## config.mk

```make
export PLATFORM = sky130hd
export DESIGN_NAME = gregorian_date_difference_unit
export DESIGN_NICKNAME = d
export VERILOG_FILES = /design/src/rtl/gdd_pkg.sv /design/src/rtl/gregorian_date_difference_unit.sv /design/src/rtl/gdd_day_number.sv
export SDC_FILE = /design/constraint.sdc
export NUM_CORES = 2
export LEC_CHECK = 0
export ABC_AREA = 1
export BUFFER_PORTS_ARGS = -buffer_cell sky130_fd_sc_hd__buf_2
export CORE_ASPECT_RATIO = 1.75
export CORE_MARGIN = 2
export CORE_UTILIZATION = 50
export CTS_BUF_LIST = sky130_fd_sc_hd__clkbuf_4
export DETAILED_ROUTE_END_ITERATION = 10
export PLACE_DENSITY = 0.66
export SLEW_MARGIN = 20
export SYNTH_ARGS = -nofsm -noshare
export SYNTH_HDL_FRONTEND = slang
export SYNTH_SLANG_ARGS = --single-unit
```

## constraint.sdc

```tcl
create_clock -name clock -period 10.3 [get_ports clock]
set_input_delay 1.03 -clock clock [delete_from_list [all_inputs] [get_ports clock]]
set_output_delay 1.03 -clock clock [all_outputs]
set_load 0.05 [all_outputs]
```

## src/rtl/gdd_pkg.sv

```systemverilog
// Shared widths, calendar tables and pipeline control type for the date difference unit.
`timescale 1ns / 1ps

package gdd_pkg;

   localparam int YEAR_W   = 14;
   localparam int MONTH_W  = 4;
   localparam int DAY_W    = 5;
   localparam int COUNT_W  = 22;
   localparam int DAYNUM_W = 23;
   localparam int MBASE_W  = 9;
   localparam int Q100_W   = 8;
   localparam int PROD_W   = 27;

   // floor(x / 100) == (x * RECIP_100) >> RECIP_SHIFT for x below 43699
   localparam logic [12:0] RECIP_100   = 13'd5243;
   localparam int          RECIP_SHIFT = 19;

   localparam logic [MONTH_W-1:0] MONTH_JAN = 4'd1;
   localparam logic [MONTH_W-1:0] MONTH_FEB = 4'd2;
   localparam logic [MONTH_W-1:0] MONTH_DEC = 4'd12;

   localparam logic [COUNT_W-1:0] COUNT_MAX = '1;

   localparam logic STATUS_OK      = 1'b0;
   localparam logic STATUS_INVALID = 1'b1;

   typedef struct packed {
      logic s1;
      logic s2;
      logic s3;
   } gdd_adv_type;

   function automatic logic [DAY_W-1:0] month_len(input logic [MONTH_W-1:0] m);
      logic [DAY_W-1:0] len;
      unique case (m)
         4'd1, 4'd3, 4'd5, 4'd7, 4'd8, 4'd10, 4'd12: len = 5'd31;
         4'd4, 4'd6, 4'd9, 4'd11:                    len = 5'd30;
         4'd2:                                       len = 5'd28;
         default:                                    len = 5'd0;
      endcase
      return len;
   endfunction

   function automatic logic [MBASE_W-1:0] days_before(input logic [MONTH_W-1:0] m);
      logic [MBASE_W-1:0] n;
      unique case (m)
         4'd1:    n = 9'd0;
         4'd2:    n = 9'd31;
         4'd3:    n = 9'd59;
         4'd4:    n = 9'd90;
         4'd5:    n = 9'd120;
         4'd6:    n = 9'd151;
         4'd7:    n = 9'd181;
         4'd8:    n = 9'd212;
         4'd9:    n = 9'd243;
         4'd10:   n = 9'd273;
         4'd11:   n = 9'd304;
         4'd12:   n = 9'd334;
         default: n = 9'd0;
      endcase
      return n;
   endfunction

endpackage

```

## src/rtl/gregorian_date_difference_unit.sv

```systemverilog
// Top level: days between two Gregorian dates, four-stage pipeline with per-stage stall.
// An accepted req beat goes through stage 1, 2 and 3 registers and the count register.
// Throughput: one beat per cycle; a stalled rsp only holds the stages it blocks.
// Bubbles collapse: req is taken while a done result waits on rsp if a stage is free.
// Reset clears the stage valid bits; payload registers are not reset.
`timescale 1ns / 1ps

module gregorian_date_difference_unit
   import gdd_pkg::*;
#(
   parameter int MAX_YEAR = 9999
) (
   input  logic               clock,
   input  logic               reset,
   input  logic               req_valid,
   output logic               req_stall,
   input  logic [YEAR_W-1:0]  req_start_year,
   input  logic [MONTH_W-1:0] req_start_month,
   input  logic [DAY_W-1:0]   req_start_day,
   input  logic [YEAR_W-1:0]  req_end_year,
   input  logic [MONTH_W-1:0] req_end_month,
   input  logic [DAY_W-1:0]   req_end_day,
   input  logic               req_include_end_day,
   output logic               rsp_valid,
   input  logic               rsp_stall,
   output logic [COUNT_W-1:0] rsp_day_count,
   output logic               rsp_status
);

   gdd_adv_type adv;
   logic        adv1, adv2, adv3, adv4;
   logic        v1_ff, v2_ff, v3_ff, v4_ff;
   logic        inc1_ff, inc2_ff, inc3_ff;

   logic [DAYNUM_W-1:0] a_num, b_num;
   logic                a_ok, b_ok;

   logic [DAYNUM_W:0]   sum;
   logic [COUNT_W-1:0]  count_ff, count_in;
   logic                status_ff, status_in;

   assign adv4      = !v4_ff || !rsp_stall;
   assign adv3      = !v3_ff || adv4;
   assign adv2      = !v2_ff || adv3;
   assign adv1      = !v1_ff || adv2;
   assign adv       = '{s1: adv1, s2: adv2, s3: adv3};
   assign req_stall = !adv1;

   gdd_day_number #(.MAX_YEAR(MAX_YEAR)) u_start (
      .clock   (clock),
      .adv     (adv),
      .year    (req_start_year),
      .month   (req_start_month),
      .day     (req_start_day),
      .day_num (a_num),
      .date_ok (a_ok)
   );

   gdd_day_number #(.MAX_YEAR(MAX_YEAR)) u_end (
      .clock   (clock),
      .adv     (adv),
      .year    (req_end_year),
      .month   (req_end_month),
      .day     (req_end_day),
      .day_num (b_num),
      .date_ok (b_ok)
   );

   always_ff @(posedge clock) begin
      if (reset) begin
         v1_ff <= 1'b0;
         v2_ff <= 1'b0;
         v3_ff <= 1'b0;
         v4_ff <= 1'b0;
      end else begin
         if (adv1) v1_ff <= req_valid;
         if (adv2) v2_ff <= v1_ff;
         if (adv3) v3_ff <= v2_ff;
         if (adv4) v4_ff <= v3_ff;
      end
   end

   always_ff @(posedge clock) begin
      if (adv1) inc1_ff <= req_include_end_day;
      if (adv2) inc2_ff <= inc1_ff;
      if (adv3) inc3_ff <= inc2_ff;
   end

   always_comb begin
      sum = (DAYNUM_W + 1)'(inc3_ff);
      if (a_num < b_num) begin
         sum = (DAYNUM_W + 1)'(b_num - a_num) + (DAYNUM_W + 1)'(inc3_ff);
      end
      if (!(a_ok && b_ok)) begin
         count_in  = '0;
         status_in = STATUS_INVALID;
      end else begin
         count_in  = (sum > (DAYNUM_W + 1)'(COUNT_MAX)) ? COUNT_MAX : sum[COUNT_W-1:0];
         status_in = STATUS_OK;
      end
   end

   always_ff @(posedge clock) begin
      if (adv4) begin
         count_ff  <= count_in;
         status_ff <= status_in;
      end
   end

   assign rsp_valid     = v4_ff;
   assign rsp_day_count = count_ff;
   assign rsp_status    = status_ff;

endmodule

```

## src/rtl/gdd_day_number.sv

```systemverilog
// Three-stage pipeline that checks one date and computes its day number from 0001-01-01.
`timescale 1ns / 1ps

module gdd_day_number
   import gdd_pkg::*;
#(
   parameter int MAX_YEAR = 9999
) (
   input  logic                clock,
   input  gdd_adv_type         adv,
   input  logic [YEAR_W-1:0]   year,
   input  logic [MONTH_W-1:0]  month,
   input  logic [DAY_W-1:0]    day,
   output logic [DAYNUM_W-1:0] day_num,
   output logic                date_ok
);

   localparam logic [YEAR_W:0] MAX_YEAR_C = (YEAR_W + 1)'(MAX_YEAR);

   // stage 1
   logic [YEAR_W-1:0]  y_ff, y_in;
   logic [YEAR_W-1:0]  p_ff, p_in;
   logic [Q100_W-1:0]  qy_ff, qy_in;
   logic [Q100_W-1:0]  qp_ff, qp_in;
   logic [MBASE_W-1:0] mbase1_ff, mbase1_in;
   logic [DAY_W-1:0]   mlen_ff, mlen_in;
   logic [DAY_W-1:0]   d_ff;
   logic               feb_ff, feb_in;
   logic               after_feb_ff, after_feb_in;
   logic               ok1_ff, ok1_in;
   logic [PROD_W-1:0]  prod_y, prod_p;

   // stage 2
   logic [DAYNUM_W-1:0] ypart_ff, ypart_in;
   logic [MBASE_W-1:0]  mbase2_ff, mbase2_in;
   logic                ok2_ff, ok2_in;
   logic [YEAR_W:0]     y100;
   logic                leap;
   logic [DAY_W-1:0]    len;

   // stage 3
   logic [DAYNUM_W-1:0] num_ff, num_in;
   logic                ok3_ff;

   always_comb begin
      p_in         = year - YEAR_W'(1);
      prod_y       = PROD_W'(year) * PROD_W'(RECIP_100);
      prod_p       = PROD_W'(p_in) * PROD_W'(RECIP_100);
      qy_in        = prod_y[RECIP_SHIFT +: Q100_W];
      qp_in        = prod_p[RECIP_SHIFT +: Q100_W];
      y_in         = year;
      mbase1_in    = days_before(month) + MBASE_W'(day);
      mlen_in      = month_len(month);
      feb_in       = (month == MONTH_FEB);
      after_feb_in = (month > MONTH_FEB);
      ok1_in       = (year != '0) && ({1'b0, year} <= MAX_YEAR_C)
                     && (month >= MONTH_JAN) && (month <= MONTH_DEC) && (day != '0);
   end

   always_ff @(posedge clock) begin
      if (adv.s1) begin
         y_ff         <= y_in;
         p_ff         <= p_in;
         qy_ff        <= qy_in;
         qp_ff        <= qp_in;
         mbase1_ff    <= mbase1_in;
         mlen_ff      <= mlen_in;
         d_ff         <= day;
         feb_ff       <= feb_in;
         after_feb_ff <= after_feb_in;
         ok1_ff       <= ok1_in;
      end
   end

   always_comb begin
      y100      = (YEAR_W + 1)'(qy_ff) * (YEAR_W + 1)'(100);
      leap      = (y_ff[1:0] == 2'b00) && (({1'b0, y_ff} != y100) || (qy_ff[1:0] == 2'b00));
      len       = mlen_ff + DAY_W'(feb_ff && leap);
      ok2_in    = ok1_ff && (d_ff <= len);
      ypart_in  = DAYNUM_W'(p_ff) * DAYNUM_W'(365)
                  + DAYNUM_W'(p_ff >> 2)
                  - DAYNUM_W'(qp_ff)
                  + DAYNUM_W'(qp_ff >> 2);
      mbase2_in = mbase1_ff + MBASE_W'(after_feb_ff && leap);
   end

   always_ff @(posedge clock) begin
      if (adv.s2) begin
         ypart_ff  <= ypart_in;
         mbase2_ff <= mbase2_in;
         ok2_ff    <= ok2_in;
      end
   end

   assign num_in = ypart_ff + DAYNUM_W'(mbase2_ff);

   always_ff @(posedge clock) begin
      if (adv.s3) begin
         num_ff <= num_in;
         ok3_ff <= ok2_ff;
      end
   end

   assign day_num = num_ff;
   assign date_ok = ok3_ff;

endmodule
```

## Word-level counts from Yosys, hierarchy flattened

Memory sizes are Yosys's and may differ from the RTL's. A register that Yosys moved wholly into a read port is not among the register bits.
Index checks and enable logic that the tools add are counted.

- Output and inout port bits: 25
- Register bits after elaboration: 266
- Memories kept: 4
- Bits of input ports: 51
- Word-level logic and storage cells: 123
- Bits in read-only memories: 448

- Magnitude comparators: 12
- Mux-type cells: 3
- Add/sub/neg operators: 18
- $mul: 8
- Reduce and logical (&&, ||, !) cells: 37
- Equal/unequal tests: 4

Memory list:

| memory | words | width | read ports | clocked after Yosys merged registers in | wr ports | line | RTL |
|---|---|---|---|---|---|---|---|
| (name not given) | 16 | 9 | 1 | 0 | 0 | gdd_pkg.sv:47 | `unique case (m)` |
| (name not given) | 16 | 9 | 1 | 0 | 0 | gdd_pkg.sv:47 |  |
| (name not given) | 16 | 5 | 1 | 1 | 0 | gdd_pkg.sv:36 | `unique case (m)` |
| (name not given) | 16 | 5 | 1 | 1 | 0 | gdd_pkg.sv:36 |  |

Operator list:

| operator | count |
|---|---|
| $mul 14x13->27 const B | 4 |
| $add 23x12->23 | 2 |
| $add 23x6->23 | 2 |
| $add 23x9->23 | 2 |
| $mul 14x9->23 const B | 2 |
| $sub 23x8->23 | 2 |
| $ne 14x15->1 | 2 |
| $le 14x14->1 const B | 2 |
| $reduce_bool 14->1 | 2 |
| $sub 14x1->14 const B | 2 |
| $mul 8x5->13 const B | 2 |
| $add 24x1->24 | 1 |
| $gt 24x22->1 const B | 1 |
| $mux 24 | 1 |
| $sub 23x23->24 | 1 |
| $lt 23x23->1 | 1 |
| $mux 22 | 1 |
| $add 9x1->9 | 2 |
| $add 9x5->9 | 2 |
| $logic_and 1x1->1 | 17 |
| $add 5x1->5 | 2 |
| $le 5x5->1 | 2 |
| $reduce_bool 5->1 | 2 |
| $eq 4x2->1 const B | 2 |
| 7 further kinds | 23 |

## Logic depth before layout (Yosys ltp)

- Depth in word-level cells: 8
- Depth in mapped cells: 29
- Gate-level depth less buffers: 29

## Modules after synthesis

From an unflattened synthesis, not the netlist that was laid out.

- Cells, all modules: 4420
- Area, all modules: 40019.6 um^2

Modules (own cells, without submodules):

| module | times used | cells an instance | area each (um^2) | seq. area each (um^2) |
|---|---|---|---|---|
| gdd_day_number (u_end) | 1 | 1945 | 18137.4 | 3633.5 |
| gdd_day_number (u_start) | 1 | 1946 | 18134.9 | 3633.5 |
| gregorian_date_difference_unit | 1 | 529 | 3747.3 | 860.8 |

## Worst setup path after synthesis

OpenSTA, ideal clock, no wires.

- Kind: input to register
- Start: input port rsp_stall
- End: register inc1_ff (enable)
- Setup slack: 2.310 ns
- Setup time: 0.481 ns
- Data arrival time: 7.509 ns
- Buffers on the path: 0
- Stages on the path: 7
- Required time: 9.819 ns
- Path through: nand2_1 nor2_1 inv_1 nor2_1 inv_1 nor2_1 inv_1

- Longest elaborated chain between the ends: 5

Ends and longest elaborated chain:

| what | line | RTL |
|---|---|---|
| start, declared | gregorian_date_difference_unit.sv:25 | `input logic rsp_stall,` |
| $logic_not 1->1 | gregorian_date_difference_unit.sv:42 | `assign adv4 = !v4_ff \|\| !rsp_stall;` |
| $logic_or 1x1->1 | gregorian_date_difference_unit.sv:42 |  |
| $logic_or 1x1->1 | gregorian_date_difference_unit.sv:43 | `assign adv3 = !v3_ff \|\| adv4;` |
| via adv3 | gregorian_date_difference_unit.sv:31 | `logic adv1, adv2, adv3, adv4;` |
| $logic_or 1x1->1 | gregorian_date_difference_unit.sv:44 | `assign adv2 = !v2_ff \|\| adv3;` |
| via adv2 | gregorian_date_difference_unit.sv:31 |  |
| $logic_or 1x1->1 | gregorian_date_difference_unit.sv:45 | `assign adv1 = !v1_ff \|\| adv2;` |
| end signal, assigned | gregorian_date_difference_unit.sv:84 | `if (adv1) inc1_ff <= req_include_end_day;` |
| end, declared | gregorian_date_difference_unit.sv:33 | `logic inc1_ff, inc2_ff, inc3_ff;` |

The timed path passes the listed nets, and every way through them passes these cells.
A chain may end at the register's enable or synchronous reset.

## Worst setup path after layout

- Start: input port req_end_year[0]
- End: register u_end.qp_ff[4] (data pin)

- Longest elaborated chain between the ends: 2

Ends and longest elaborated chain:

| what | line | RTL |
|---|---|---|
| start, declared | gregorian_date_difference_unit.sv:20 | `input logic [YEAR_W-1:0] req_end_year,` |
| $sub 14x1->14 | gdd_day_number.sv:46 | `p_in = year - YEAR_W'(1);` |
| via u_end.p_in[0] | gdd_day_number.sv:22 | `logic [YEAR_W-1:0] p_ff, p_in;` |
| $mul 14x13->27 | gdd_day_number.sv:48 | `prod_p = PROD_W'(p_in) * PROD_W'(RECIP_100);` |
| via u_end.prod_p[23] | gdd_day_number.sv:31 | `logic [PROD_W-1:0] prod_y, prod_p;` |
| end signal, assigned | gdd_day_number.sv:65 | `qp_ff <= qp_in;` |
| end, declared | gdd_day_number.sv:24 | `logic [Q100_W-1:0] qp_ff, qp_in;` |

The timed path passes the listed nets, and every way through them passes these cells.

==> impl_metrics.ini <==
[detailed_routing]
vias = 28640
drtAntennaViolNets = 0
wirelength_um = 94880
drtPass1Iterations = 5
drt-initial-drc-count = 1093
avgViaCountPerCell = 5.167
wl_per_cell_um = 17.11
drc_errors = 0

[sta]
timing.fmax_mhz = 155.8
fin_crit_sh_pct = 62.30
rsz0062_at_grt = no
setup_tns_ns = 0
skew_ns = 0.07625
hold_viol = 0
setup_viol = 0
slew_headroom_pct = 34.04
min_period_ns = 6.417
worstMarginPinSlew_ns = 0.9870
worst_hold_slack_ns = 0.3963
drv_slew = 0

[worst_setup_path]
crit_required_ns = 10.93
startpoint = req_end_year[0]
worstPathArrival_ns = 7.05
worstReg2RegStart = u_end.p_ff[6]
start_kind = input port
cp-end-kind = register
crit_path_max_fanout = 9
r2r_slack_ns = 5.12
worstSetupPathType = in -> reg

[grt]
grt_pass1_wl_um = 152600
antenna_found_initial = 11
overflow = 0
grt_max_degree = 66
grt_pass1_vias = 31310
grt_usage_pct = 24.10

[floorplan]
rows = 136
die_y_um = 376.4
ios = 76
start_util_pct = 50.41
coreArea_um2 = 78620
dieArea_um2 = 81620
die_w_um = 216.8

[clock_network]
cts_resized = 0
cts_hold_buffers = 0
tritoncts = yes
cts_buffer_depth = 3
cts_root_buf = clkbuf_4
cts_max_level = 3
post_cts_buffers = 0
clock-sinks = 272
worst_skew_pair.late_latency_ns = 0.91
clk_pin_slew_ns = 0.08
cts_buffers = 70

[synth]
synth_nets = 5568
yosysSeqAreaShare_pct = 20.51
synthArstFlopShare_pct = 0
syn_area_per_cell_um2 = 9.200
postSynthCellCount = 4308
synth-seq-cells = 272
ys.flop_type = edfxtp_1
synth_cell_types = 54
synth-edff-count = 268
synth_top_cell_by_area = ha_1
ys.warnings.count = 0
synthesis.area_um2 = 39630
synth_top_area_share_pct = 24.94
synth_area_leaders = ha_1 (25%), fa_1 (21%), edfxtp_1 (20%), inv_1 (10%), nand2_1 (5.1%)

[final_layout]
area_growth_pct = 6.661
fin_nets = 5714
drive_gt1_share_pct = 5.218

[placed_design]
place_congestion = 0.9444
io_buffers = 75
dp_hpwl_um = 83150

[worst_hold_path]
hp-class = in -> reg
min-delay-start = reset

[outcome]
status = completed

[job]
max_cap_viol_count = 0
## synthesized netlist by cell type (5+ instances only)
cell and count:
inv_1 1105, ha_1 790, nand2_1 539, fa_1 419, edfxtp_1 268, nor2_1 221
a21oi_1 184, xor2_1 140, nand3_1 132, o21ai_0 104, xnor2_1 63, nand4_1 53
nor3_1 47, a21o_1 28, a31oi_1 25, o21bai_1 25, a211oi_1 16, nand3b_1 15
nor4_1 15, o21ai_2 13, a21boi_0 10, nand2_2 10, o211ai_1 7, o21a_1 6
o22ai_1 6, inv_2 5
## layer usage
metal | GRT usage, % | vias to the layer above | wire [um]
li1 | - | 14080 | -
met4 | 17.51 | 12 | 7229
met2 | 48.92 | 562 | 54070
met3 | 2.881 | 326 | 2733
met1 | 21.12 | 13660 | 30780
met5 | 0 | - | 74
## path summary, 6_finish.rpt
path / end / cells after the start
worst max-delay path: u_end.qp_ff[4] / 24
worst min register to register: inc3_ff / 0
worst max register to register: u_end.ypart_ff[19] / 15
worst min-delay path: v3_ff / 2
## registers in the layout, summed over array words and instances, names as in the netlist, 3 cells and up
register	count
u_end.mbase2_ff	9
u_end.mbase1_ff	9
u_end.day_num	23
rsp_day_count	22
u_start.mbase2_ff	9
u_start.p_ff	14
u_start.mbase1_ff	9
u_start.mlen_ff	3
u_end.mlen_ff	3
u_start.ypart_ff	23
u_end.qy_ff	8
u_start.d_ff	5
u_start.qy_ff	8
u_end.p_ff	14
u_end.ypart_ff	23
u_end.qp_ff	8
u_end.d_ff	5
u_end.y_ff	14
u_start.day_num	23
u_start.qp_ff	8
u_start.y_ff	14
## final cells by class
type / instances / area [um2]
clock buffer: 84 / 630.6
clock inverter: 38 / 324.1
tap: 1035 / 1295
multi-input combinational: 2921 / 27310
antenna: 5 / 12.51
inverter: 1110 / 4172
timing repair buffer: 79 / 405.4
fill: 7329 / 36340
sequential: 272 / 8128
## critical path, stage by stage
cell      delay, ns
buf_2          0.21
inv_1          0.20
ha_1           0.31
o21ai_0        0.30
nand2_1        0.08
nand2_1        0.10
nor2_1         0.08
nand2_1        0.08
xor2_1         0.56
inv_1          0.30
fa_1           0.58
inv_1          0.05
ha_1           0.30
fa_1           0.49
fa_1           0.54
inv_1          0.05
fa_1           0.52
inv_1          0.05
ha_1           0.36
a21oi_1        0.18
o21ai_0        0.13
a211oi_1       0.26
nand3_1        0.12
xor2_1         0.15
## cells by family (layout without fill, tap and decap cells)
| logic type | count (synthesis) | in the layout | synth area share (%) |
|---|---|---|---|
| adder cells (fa/ha/maj) | 1209 | 1209 | 46.10 |
| buffers and inverters | 1115 | 1311 | 10.59 |
| AND/OR/NAND/NOR | 1058 | 1058 | 11.56 |
| AO/OA/AOI/OAI | 448 | 448 | 6.639 |
| flip-flops | 272 | 272 | 20.51 |
| XOR/XNOR | 204 | 204 | 4.543 |
| multiplexers | 2 | 2 | 0.05051 |
| other | 0 | 5 | 0 |
## cells in the final DEF (no fill, tap or decap), types with 28 or more instances in the layout
cell type	n
ha_1	790
a21oi_1	184
xor2_1	140
nand4_1	53
a21o_1	28
nand3_1	132
inv_1	1102
nand2_1	539
nor2_1	221
buf_2	75
xnor2_1	63
nor3_1	47
clkbuf_4	84
o21ai_0	104
fa_1	419
edfxtp_1	268
## per-stage QoR
step / util, % / std cells / area [um2] / setup slack (ns)
3_5_place_dp: 52.54 / 5417 / 41310 / 2.954
4_1_cts: 53.76 / 5539 / 42260 / 3.938
5_1_grt: 53.77 / 5544 / 42270 / 3.364
2_1_floorplan: - / 4308 / 39630 / 2.310
6_report: 53.77 / 5544 / 42270 / 3.883
3_3_place_gp: 52.54 / 5417 / 41310 / 3.178
Power is not shown: default switching activity piles up to over one toggle a cycle in this logic, so the estimate is an artifact.
